$ cat config.mk
export PLATFORM = sky130hd
export DESIGN_NAME = tlrts_sqrt
export DESIGN_NICKNAME = d
export VERILOG_FILES = /design/src/rtl/tlrts_pkg.sv /design/src/rtl/tlrts_sqrt.sv
export SDC_FILE = /design/constraint.sdc
export NUM_CORES = 2
export LEC_CHECK = 0
export BUFFER_PORTS_ARGS = -buffer_cell sky130_fd_sc_hd__buf_2
export CORE_ASPECT_RATIO = 0.75
export CORE_MARGIN = 2
export CORE_UTILIZATION = 65
export CTS_BUF_LIST = sky130_fd_sc_hd__clkbuf_2 sky130_fd_sc_hd__clkbuf_4 sky130_fd_sc_hd__clkbuf_8
export CTS_CLUSTER_DIAMETER = 200
export DETAILED_ROUTE_END_ITERATION = 8
export PLACE_DENSITY = 0.82
export REMOVE_ABC_BUFFERS = 1
export SYNTH_ARGS = -nofsm -noshare
export SYNTH_HDL_FRONTEND = slang
export SYNTH_SLANG_ARGS = --single-unit
$ cat constraint.sdc
create_clock -name clk -period 4.3 [get_ports clk]
set_clock_uncertainty 0.05 [all_clocks]
set_input_delay 0.86 -clock clk [delete_from_list [all_inputs] [get_ports clk]]
set_output_delay 0.86 -clock clk [all_outputs]
set_load 0.01 [all_outputs]
$ cat src/rtl/tlrts_pkg.sv
// Shared widths, word types and the coordinate clamp for the triangle setup core.
package tlrts_pkg;

	localparam int COORD_BITS = 24;
	localparam int FRAC_BITS  = 8;

	// derived widths
	localparam int AW         = COORD_BITS + 1;        // |delta|
	localparam int LZ_BITS    = $clog2(AW);
	localparam int SW         = COORD_BITS + FRAC_BITS; // second operand / rect side
	localparam int NORM_TOP   = 29;
	localparam int NORM_BITS  = 30;
	localparam int SQ_BITS    = 62;
	localparam int ROOT_BITS  = 31;
	localparam int DEN_BITS   = ROOT_BITS + 9;
	localparam int QB         = FRAC_BITS + 8;
	localparam int NUM_BITS   = 47 + FRAC_BITS;
	localparam int PROD_BITS  = NORM_BITS + 16;
	localparam int SIDE_W     = 16 + FRAC_BITS;
	localparam int SUMW       = SW + 2;

	// squared length at or below this is a zero-length line
	localparam longint unsigned DEG_LIM = (64'd1 << (2 * FRAC_BITS)) / 64'd100000000;

	typedef struct packed {
		logic                         operation;
		logic signed [COORD_BITS-1:0] start_x;
		logic signed [COORD_BITS-1:0] start_y;
		logic signed [COORD_BITS-1:0] second_x;
		logic signed [COORD_BITS-1:0] second_y;
		logic [15:0]                  thickness;
		logic [7:0]                   color_red;
		logic [7:0]                   color_green;
		logic [7:0]                   color_blue;
		logic [7:0]                   color_alpha;
	} cmd_t;

	typedef struct packed {
		logic signed [COORD_BITS-1:0] vertex_x;
		logic signed [COORD_BITS-1:0] vertex_y;
		logic [7:0]                   out_red;
		logic [7:0]                   out_green;
		logic [7:0]                   out_blue;
		logic [7:0]                   out_alpha;
		logic                         last_vertex;
	} vtx_t;

	function automatic logic signed [COORD_BITS-1:0] sat_coord(input logic signed [SUMW-1:0] v);
		logic signed [SUMW-1:0] hi;
		logic signed [SUMW-1:0] lo;
		hi = SUMW'({1'b0, {(COORD_BITS-1){1'b1}}});
		lo = ~hi;
		if (v > hi)
			return hi[COORD_BITS-1:0];
		else if (v < lo)
			return lo[COORD_BITS-1:0];
		else
			return v[COORD_BITS-1:0];
	endfunction

endpackage

$ cat src/rtl/tlrts_sqrt.sv
// Pipelined integer square root, one result bit per stage.
module tlrts_sqrt
	import tlrts_pkg::*;
(
	input  logic                 clk,
	input  logic                 adv,
	input  logic [SQ_BITS-1:0]   sq,
	output logic [ROOT_BITS-1:0] root
);

	logic [SQ_BITS-1:0]   rem_s  [ROOT_BITS];
	logic [ROOT_BITS-1:0] root_s [ROOT_BITS];

	for (genvar j = 0; j < ROOT_BITS; j++) begin : g_step
		localparam int BI = ROOT_BITS - 1 - j;
		logic [SQ_BITS-1:0]   m_in;
		logic [ROOT_BITS-1:0] r_in;
		logic [63:0]          t;
		logic                 take;

		if (j == 0) begin : g_first
			assign m_in = sq;
			assign r_in = '0;
		end else begin : g_next
			assign m_in = rem_s[j-1];
			assign r_in = root_s[j-1];
		end

		// (root + 2^i)^2 - root^2
		assign t    = (64'(r_in) << (BI + 1)) + (64'd1 << (2 * BI));
		assign take = 64'(m_in) >= t;

		always_ff @(posedge clk) begin
			if (adv) begin
				rem_s[j]  <= take ? SQ_BITS'(64'(m_in) - t) : m_in;
				root_s[j] <= take ? (r_in | (ROOT_BITS'(1) << BI)) : r_in;
			end
		end
	end

	assign root = root_s[ROOT_BITS-1];

endmodule

==> impl_metrics.ini <==
[clocking]
tritoncts = built
clkSlewWorstSetupHoldPaths_ns = 0.07
clock_latency_ns = 1.07
cts-root-buf = clkbuf_8
htreeDepth = 5
cts.sinks = 2356
cts_made_buffers = 360
clock_path_buffers = 4

[route]
ant_nets = 0
drc = 0
wl_mm = 270
via_per_inst = 6.29
num_vias = 75100
dr.pass1.iters = 8
wl_per_cell_um = 22.6
drt-initial-drc-count = 9883

[global_routing]
antenna_found_initial = 12
first_global_vias = 71100
track_usage_pct = 30.2
overflow = 0
grt_pass1_wl_mm = 413
grt_max_degree = 162

[sta]
setup_tns_ns = 0
period_needed_ns = 4.15
tightest_slew_ns = 1.32
fmax_mhz = 241
worst_slack_ns = 0.146
relSlewSlack_pct = 11.3
fin_crit_sh_pct = 96.6
setup_viol = 0
report.final.slew_viol_count = 0
hold_viol = 0
whs_ns = 0.181

[finish]
fin_cells = 11900
drive_above_1_share_pct = 9.98
seqCellArea_sq_mm = 0.0707
syn2layout_area_growth_pct = 10.6
nets = 10000
multi_input_area_sq_mm = 0.0385
fill_cells = 10800
final_core_util_pct = 72.6

[die]
core_sq_mm = 0.171
fp.dieW_um = 484
die_area_sq_mm = 0.176
ios = 95
start_util_pct = 65.7
rows = 131
die_h_um = 364

[worst_setup_path]
crit_slowest_cell = or4_1
worstSetupEndpointType = flip-flop
cp_slowest_stage_delay_ns = 0.61
worstPathArrival_ns = 4.80
cp_max_fo = 7
cp-start-kind = flip-flop
crit_family = simple AND/OR/NAND/NOR gates
reg2reg_from = rem_s[12][46]
worstSetupStartpoint = rem_s[12][46]
regToRegSetupSlack_ns = 0.15
critPathKind = reg -> reg
crit_buf_inv = 3
path_cells = or4_1, nor4_2, or4b_1, or3_1, nor3_1, o211a_1, buf_4, inv_1, o211ai_1, buf_4, nor3_1, xor2_1
required_ns = 4.95

[status]
outcome = complete, no violations

[place]
place_congestion = 0.953
placed_cells = 11300
io_buffers = 94
dp_hpwl_mm = 196
pre_cts_slack_ns = 0.0757

[logic_synthesis]
syn_area_per_cell_sq_um = 12.6
synth-async-reset-ratio_pct = 0
ys_seq_area_share_pct = 63.1
synth_seq_cells = 2356
yosysWarnings = 0
yosysUniqueCellTypes = 88
synth-edff-count = 2356
syn_area_sq_mm = 0.112
syn_inst = 8886
synth_flop_cell = edfxtp_1

[hold_path]
min_from = sq[61]
hold_path_class = in -> reg

[power_and_ir_drop]
max-vdd-ir-drop_mv = 0.326
p_leak_nw = 47.0
power_density_mw_per_mm2 = 515

[job]
drv_cap = 0
[layer usage]
metal,GRT usage (%),up-vias,share of wire [%]
li1,-,34300,-
met1,46.2,36500,44
met2,45.2,3811,44
met3,5.54,475,9.8
met4,7.39,2,2.1
met5,0,-,0.0048
[final cells by class]
class	instances	share of cell area, %
timing repair buffer	325	2.12
sequential	2356	57.0
multi-input combinational	5721	31.0
inverter	653	1.98
tap	2261	2.28
clock buffer	459	4.62
antenna	5	0.0101
clock inverter	161	0.925
[flip-flops by register name (all words and copies together) (netlist names)]
register and flops:
rem_s 1860, root_s 496
[power by group]
group          switching (W)  internal [W]
registers            0.00242        0.0291
logic                0.00815       0.00580
clock network        0.00869       0.00967
total                 0.0193        0.0446
[cell families (layout without fill, tap and decap cells)]
| family | count (synthesis) | after routing | synth area share [%] |
|---|---|---|---|
| compound gates | 1656 | 1656 | 9.08 |
| fa+ha+maj | 525 | 525 | 5.86 |
| other cells | 0 | 5 | 0 |
| xor+xnor | 819 | 819 | 6.40 |
| mux | 86 | 86 | 0.857 |
| buf+inv | 809 | 1598 | 2.73 |
| flops | 2356 | 2356 | 63.1 |
| simple gates | 2635 | 2635 | 12.0 |
[worst paths after layout]
kind                    endpoint  cells past startpoint
setup reg to reg  rem_s[12][101]                     12
hold reg to reg   root_s[1][441]                      0
setup / recovery  rem_s[12][101]                     12
hold / removal      rem_s[0][61]                      3
[placed cells by master (no fill, tap or decap), drive strengths merged, types with 39 or more instances in the layout]
cell type	netlist	layout
and2	39	39
o21a	99	99
mux2	74	74
nand4	144	144
ha	525	525
nand2b	105	105
and3	40	40
or4	61	61
edfxtp	2356	2356
nand2	621	621
dlygate4sd3	0	60
clkbuf	146	459
nor4b	42	42
a31oi	42	42
a21o	185	185
clkinv	2	135
nor4	307	307
or3	107	107
a211oi	45	45
buf	10	265
or2	41	41
o31ai	45	45
nor2	574	574
xor2	386	386
nor3	247	247
inv	651	653
xnor2	433	433
o21ai	419	419
a21oi	557	557
nor2b	73	73
o21bai	53	53
nand3	128	128
[Yosys cell counts, types with 16 or more instances]
master    number  area [sq um]
and3_1        40           250
o211ai_1      24           180
o21a_1        99           743
clkbuf_1     146           548
nand4_1      143           895
nor2_1       574          2150
or4_1         60           450
ha_1         525          6570
nand4b_1      21           184
or2_2         39           244
a21o_1       185          1390
nand2b_1     105           657
nand3b_1      26           195
nand2_1      621          2330
nor4_1       305          1910
nor3_1       247          1240
nor4b_1       42           368
a211oi_1      44           330
edfxtp_1    2356         70700
o21bai_1      53           398
a31oi_1       42           263
nor2b_1       73           457
nor3b_1       17           128
nand3_1      128           641
a21oi_1      557          2790
mux2_2        72           811
o21ai_0      418          2090
xor2_1       386          3380
and2_1        38           238
or3_1        107           669
a21boi_0      22           165
xnor2_1      433          3790
and4_1        16           140
o31ai_1       45           338
a211o_1       20           175
inv_1        648          2430
[stage by stage]
stage               area, sq um  power [W]
global placement         117000     0.0451
detailed placement       117000     0.0454
CTS                      124000     0.0637
finish                   124000     0.0639
floorplan                112000     0.0407
global route             124000     0.0667
[worst register-to-register path: cells and delay by family (launching register included)]
| kind | cells | cell delay, ns |
|---|---|---|
| xor gates and xnor gates | 1 | 0.17 |
| and+or+nand+nor | 6 | 2.23 |
| AOI/OAI and AO/OA | 2 | 0.40 |
| buffers and inverters | 3 | 0.55 |
| DFF | 1 | 0.46 |
[what timing repair did]
item | CTS | global route
gates resized for setup | 0 | 10
setup endpoints to repair | 0 | 46
hold buffers | 60 | 0
endpoints found under the hold margin | 60 | 0
setup buffers | 0 | 2
Note: power is estimated with default switching activity, not from simulation.
