--- src/rtl/tlrts_pkg.sv ---
// Shared widths, word types and the coordinate clamp for the triangle setup core.
package tlrts_pkg;

	localparam int COORD_BITS = 24;
	localparam int FRAC_BITS  = 8;

	// derived widths
	localparam int AW         = COORD_BITS + 1;        // |delta|
	localparam int LZ_BITS    = $clog2(AW);
	localparam int SW         = COORD_BITS + FRAC_BITS; // second operand / rect side
	localparam int NORM_TOP   = 29;
	localparam int NORM_BITS  = 30;
	localparam int SQ_BITS    = 62;
	localparam int ROOT_BITS  = 31;
	localparam int DEN_BITS   = ROOT_BITS + 9;
	localparam int QB         = FRAC_BITS + 8;
	localparam int NUM_BITS   = 47 + FRAC_BITS;
	localparam int PROD_BITS  = NORM_BITS + 16;
	localparam int SIDE_W     = 16 + FRAC_BITS;
	localparam int SUMW       = SW + 2;

	// squared length at or below this is a zero-length line
	localparam longint unsigned DEG_LIM = (64'd1 << (2 * FRAC_BITS)) / 64'd100000000;

	typedef struct packed {
		logic                         operation;
		logic signed [COORD_BITS-1:0] start_x;
		logic signed [COORD_BITS-1:0] start_y;
		logic signed [COORD_BITS-1:0] second_x;
		logic signed [COORD_BITS-1:0] second_y;
		logic [15:0]                  thickness;
		logic [7:0]                   color_red;
		logic [7:0]                   color_green;
		logic [7:0]                   color_blue;
		logic [7:0]                   color_alpha;
	} cmd_t;

	typedef struct packed {
		logic signed [COORD_BITS-1:0] vertex_x;
		logic signed [COORD_BITS-1:0] vertex_y;
		logic [7:0]                   out_red;
		logic [7:0]                   out_green;
		logic [7:0]                   out_blue;
		logic [7:0]                   out_alpha;
		logic                         last_vertex;
	} vtx_t;

	function automatic logic signed [COORD_BITS-1:0] sat_coord(input logic signed [SUMW-1:0] v);
		logic signed [SUMW-1:0] hi;
		logic signed [SUMW-1:0] lo;
		hi = SUMW'({1'b0, {(COORD_BITS-1){1'b1}}});
		lo = ~hi;
		if (v > hi)
			return hi[COORD_BITS-1:0];
		else if (v < lo)
			return lo[COORD_BITS-1:0];
		else
			return v[COORD_BITS-1:0];
	endfunction

endpackage

--- src/rtl/tlrts_div.sv ---
// Pipelined restoring divider for the normal magnitude, one quotient bit per stage.
module tlrts_div
	import tlrts_pkg::*;
(
	input  logic                clk,
	input  logic                adv,
	input  logic [NUM_BITS-1:0] num,
	input  logic [DEN_BITS-1:0] den,
	output logic [QB-1:0]       quo
);

	logic [NUM_BITS-1:0] rem_s [QB];
	logic [DEN_BITS-1:0] den_s [QB];
	logic [QB-1:0]       q_s   [QB];

	for (genvar j = 0; j < QB; j++) begin : g_step
		localparam int SH = QB - 1 - j;
		logic [NUM_BITS-1:0] r_in;
		logic [NUM_BITS-1:0] dsh;
		logic [DEN_BITS-1:0] d_in;
		logic [QB-1:0]       q_in;
		logic                take;

		if (j == 0) begin : g_first
			assign r_in = num;
			assign d_in = den;
			assign q_in = '0;
		end else begin : g_next
			assign r_in = rem_s[j-1];
			assign d_in = den_s[j-1];
			assign q_in = q_s[j-1];
		end

		assign dsh  = NUM_BITS'(d_in) << SH;
		assign take = r_in >= dsh;

		always_ff @(posedge clk) begin
			if (adv) begin
				rem_s[j] <= take ? (r_in - dsh) : r_in;
				den_s[j] <= d_in;
				q_s[j]   <= {q_in[QB-2:0], take};
			end
		end
	end

	assign quo = q_s[QB-1];

endmodule

--- config.mk ---
export PLATFORM = sky130hd
export DESIGN_NAME = tlrts_div
export DESIGN_NICKNAME = d
export VERILOG_FILES = /design/src/rtl/tlrts_pkg.sv /design/src/rtl/tlrts_div.sv
export SDC_FILE = /design/constraint.sdc
export NUM_CORES = 2
export LEC_CHECK = 0
export BUFFER_PORTS_ARGS = -buffer_cell sky130_fd_sc_hd__buf_2
export CORE_ASPECT_RATIO = 0.75
export CORE_UTILIZATION = 40
export DETAILED_ROUTE_END_ITERATION = 7
export HOLD_SLACK_MARGIN = 0.02
export MAX_ROUTING_LAYER = met4
export SETUP_SLACK_MARGIN = 0.1
export SLEW_MARGIN = 20
export SYNTH_ARGS = -nofsm -noshare
export SYNTH_HDL_FRONTEND = slang
export SYNTH_SLANG_ARGS = --single-unit
export TNS_END_PERCENT = 10
--- constraint.sdc ---
create_clock -name clk -period 6.8 [get_ports clk]
set_input_delay 0.68 -clock clk [delete_from_list [all_inputs] [get_ports clk]]
set_output_delay 0.68 -clock clk [all_outputs]
set_load 0.02 [all_outputs]
==> results.sh <==
export IMPL_layout_min_cycle_time_ns=5.52
export IMPL_grt_pass1_wl_um=407000
export IMPL_power_frac_comb=0.447
export IMPL_wl_per_cell_um=22.7
export IMPL_track_usage=0.238
export IMPL_r2r_cells=12
export IMPL_synth_async_reset_ratio=0
export IMPL_status="finished, final reports clean"
export IMPL_synth_area_leader_cell="edfxtp_1"
export IMPL_cap_violations=0
export IMPL_syn_area_per_cell_sq_um=10.4
export IMPL_wl_met2_um=91300
export IMPL_coreArea_sq_mm=0.229
export IMPL_ys_seq_area_frac=0.509
export IMPL_firstDrtPassIters=5
export IMPL_fmax_mhz=181
export IMPL_dp_hpwl_um=216000
export IMPL_hp_class="in2reg"
export IMPL_worstPathArrival_ns=6.04
export IMPL_min_from="den[22]"
export IMPL_p_leak_nw=40.6
export IMPL_ys_warn_count=0
export IMPL_die_h_um=418
export IMPL_ys_ff_latch=1561
export IMPL_regToRegEndpoint="rem_s[1][50]$_DFFE_PP_"
export IMPL_critPathCaptureType="register"
export IMPL_cts_resized=0
export IMPL_numCtsBuffers=175
export IMPL_finClkSkew_ns=0.117
export IMPL_start_util=0.403
export IMPL_insertion_delay_ns=0.87
export IMPL_antenna_found_initial=12
export IMPL_path_class="reg2reg"
export IMPL_p_int_w=0.0274
export IMPL_nNetsFinal=9629
export IMPL_setup_violations=0
export IMPL_synth_ff_type="edfxtp_1"
export IMPL_syn_nets=9573
export IMPL_synth_area_top_cells="edfxtp_1 (51%), ha_1 (8.7%), a21oi_1 (4.5%), o21ai_0 (3.6%), xnor2_1 (3.4%)"
export IMPL_wl_met1_um=147000
export IMPL_r2r_start="rem_s[0][410]$_DFFE_PP_"
export IMPL_highest_layer="met4"
export IMPL_p_clk_frac=0.206
export IMPL_dr_total_vias=68900
export IMPL_p_switching_w=0.0181
export IMPL_drtIter0Drc=8745
export IMPL_routed_via_density=5.70
export IMPL_gr_total_overflow=0
export IMPL_wl_met3_um=32400
export IMPL_fin_crit_sh=0.811
export IMPL_fin_cells=12100
export IMPL_synth_edff_count=1561
export IMPL_io_pins=113
export IMPL_ctsRootBufferMaster="clkbuf_16"
export IMPL_tns_ns=0
export IMPL_clock_sinks=1561
export IMPL_rows=152
export IMPL_min_path_cells=1
export IMPL_place_inst=11800
export IMPL_whs_endpoint="den_s[0][22]$_DFFE_PP_"
export IMPL_critPathMaxFanout=70
export IMPL_swShare=0.398
export IMPL_seqPwrFrac=0.348
export IMPL_area_growth_pct=10.5
export IMPL_power_density_mw_per_mm2=447
export IMPL_cts_htree_levels=4
export IMPL_synth_top_area_share=0.509
export IMPL_drv_slew=0
export IMPL_gp_congestion=1.02
export IMPL_crit_required_ns=7.33
export IMPL_grt_pass1_vias=62200
export IMPL_irDropWorstVdd_mv=0.226
export IMPL_rsz0062_at_grt="false"
export IMPL_cts_tree="built"
export IMPL_syn_inst=8821
export IMPL_ys_types=103
export IMPL_routed_wl_um=274000
export IMPL_ant_nets=0
export IMPL_finalHoldViolations=0
export IMPL_clk_pin_slew_ns=0.07
export IMPL_regToRegSetupSlack_ns=1.28
export IMPL_grt_max_degree=158
export IMPL_cp_start_kind="register"
export IMPL_dieArea_sq_mm=0.232
export IMPL_relSlewSlack=0.0879
export IMPL_dieWidth_um=556
export IMPL_drc_errors=0
export IMPL_io_buffers=112
export IMPL_cts_path_max_buffers=4
export IMPL_worst_slew_pin_slew_ns=1.35
export IMPL_layout_drive_gt1_share=0.0658
export IMPL_synthesis_area_sq_mm=0.0921
==> worst max path at each step <==
stage,start,endpoint,depth (start not counted)
final,rem_s[0][410]$_DFFE_PP_,rem_s[1][50]$_DFFE_PP_,12
after global routing,den_s[7][20]$_DFFE_PP_,rem_s[1][50]$_DFFE_PP_,13
after floorplan,num[15],rem_s[0][50]$_DFFE_PP_,16
after CTS,rem_s[0][410]$_DFFE_PP_,rem_s[1][50]$_DFFE_PP_,12
after global placement,rem_s[0][149]$_DFFE_PP_,rem_s[0][180]$_DFFE_PP_,10
after detailed placement,num[15],rem_s[0][18]$_DFFE_PP_,16
==> kinds of logic after synthesis <==
group / synth area share
AO/OA/AOI/OAI: 0.168
AND/OR/NAND/NOR: 0.117
adder cells (fa/ha/maj): 0.0902
XOR/XNOR: 0.0603
flip-flops: 0.509
buffers and inverters: 0.0469
multiplexers: 0.00886
==> final cells by class <==
cell class / count / area, sq um
multi-input combinational: 6143 / 41100
clock inverter: 104 / 1000
fill: 21300 / 127000
inverter: 801 / 3010
timing repair buffer: 195 / 1450
clock buffer: 206 / 4520
tap: 3080 / 3850
antenna: 4 / 10.0
sequential: 1561 / 46900
==> state kept, by name, indices dropped and copies added, names as in the netlist <==
name and count:
den_s 600, q_s 136, rem_s 825
==> timing repair <==
action | in CTS | in global routing
endpoints found under the hold margin | 17 | 0
hold buffers | 17 | 0
buffers inserted | 0 | 0
==> metrics by stage <==
step	total power (W)	instance area (sq um)	hold slack, ns	util	setup WS (ns)
6_report	0.0455	102000	0.0951	0.445	1.28
5_1_grt	0.0483	102000	0.0352	0.445	0.934
4_1_cts	0.0453	102000	0.0230	0.445	1.50
3_5_place_dp	0.0357	96100	0.405	0.420	1.57
3_3_place_gp	0.0355	96100	0.400	0.420	0.699
2_1_floorplan	0.0296	92100	0.400	-	3.00
==> cells in the mapped netlist (15+ instances only) <==
cell	count
nand2_1	743
nand4_1	164
a2111oi_0	18
o21bai_1	97
and4_1	25
a21boi_0	29
xor2_1	278
nand3_1	145
o211ai_1	30
a41oi_1	15
inv_1	801
and3_1	66
or3_1	32
a21oi_1	831
buf_2	49
nand2b_1	87
edfxtp_1	1561
a211oi_1	53
buf_1	21
fa_1	15
o31ai_1	40
xnor2_1	356
mux2_2	66
nand4b_1	15
and2_1	34
clkbuf_1	232
nor2b_1	93
or4_1	21
o21ai_0	665
a31oi_1	72
o21a_1	63
ha_1	640
a211o_1	16
o2111ai_1	18
or2_2	25
o21ai_1	18
nor3_1	111
a21o_1	396
nor4_1	78
nor2_1	567
==> power groups by stage <==
stage | Combinational, W | Sequential [W] | Clock (W)
2_1_floorplan | 0.0145 | 0.0151 | 0
3_3_place_gp | 0.0195 | 0.0160 | 0
3_5_place_dp | 0.0197 | 0.0160 | 0
4_1_cts | 0.0198 | 0.0158 | 0.00962
5_1_grt | 0.0223 | 0.0161 | 0.00997
6_report | 0.0203 | 0.0158 | 0.00937
==> worst max-delay path, stage by stage (launching register included) <==
cell      delay [ns]
edfxtp_1        0.42
ha_1            0.44
nand3_1         0.24
nor2_1          0.65
nand4_1         0.83
o41ai_1         0.79
a21oi_1         0.19
o31ai_4         0.09
buf_4           0.66
nor2b_1         0.35
o311ai_1        0.17
a31oi_1         0.22
xor2_1          0.10
==> placed cells by master, fill, tap and decap left out, types with 38 or more instances in the layout <==
cell,instances
a21oi_1,828
o21bai_1,97
nor2_1,565
nand4_1,164
inv_1,800
xnor2_1,356
a21o_1,395
edfxtp_1,1561
nand3_1,145
nor2b_1,92
and3_1,65
xor2_1,278
a31oi_1,72
buf_2,111
o31ai_1,38
clkinv_1,38
o21ai_0,664
o21a_1,63
buf_4,49
nor4_1,74
mux2_2,66
nand2_1,743
a211oi_1,53
nor3_1,110
nand2b_1,87
ha_1,640
clkbuf_16,176
==> per-layer routing <==
layer	up-vias	global-route usage
met4	0	0.0326
met1	33600	0.402
li1	32400	-
met5	-	-
met3	267	0.0756
met2	2763	0.262
Note: power is estimated with default switching activity, not from simulation.
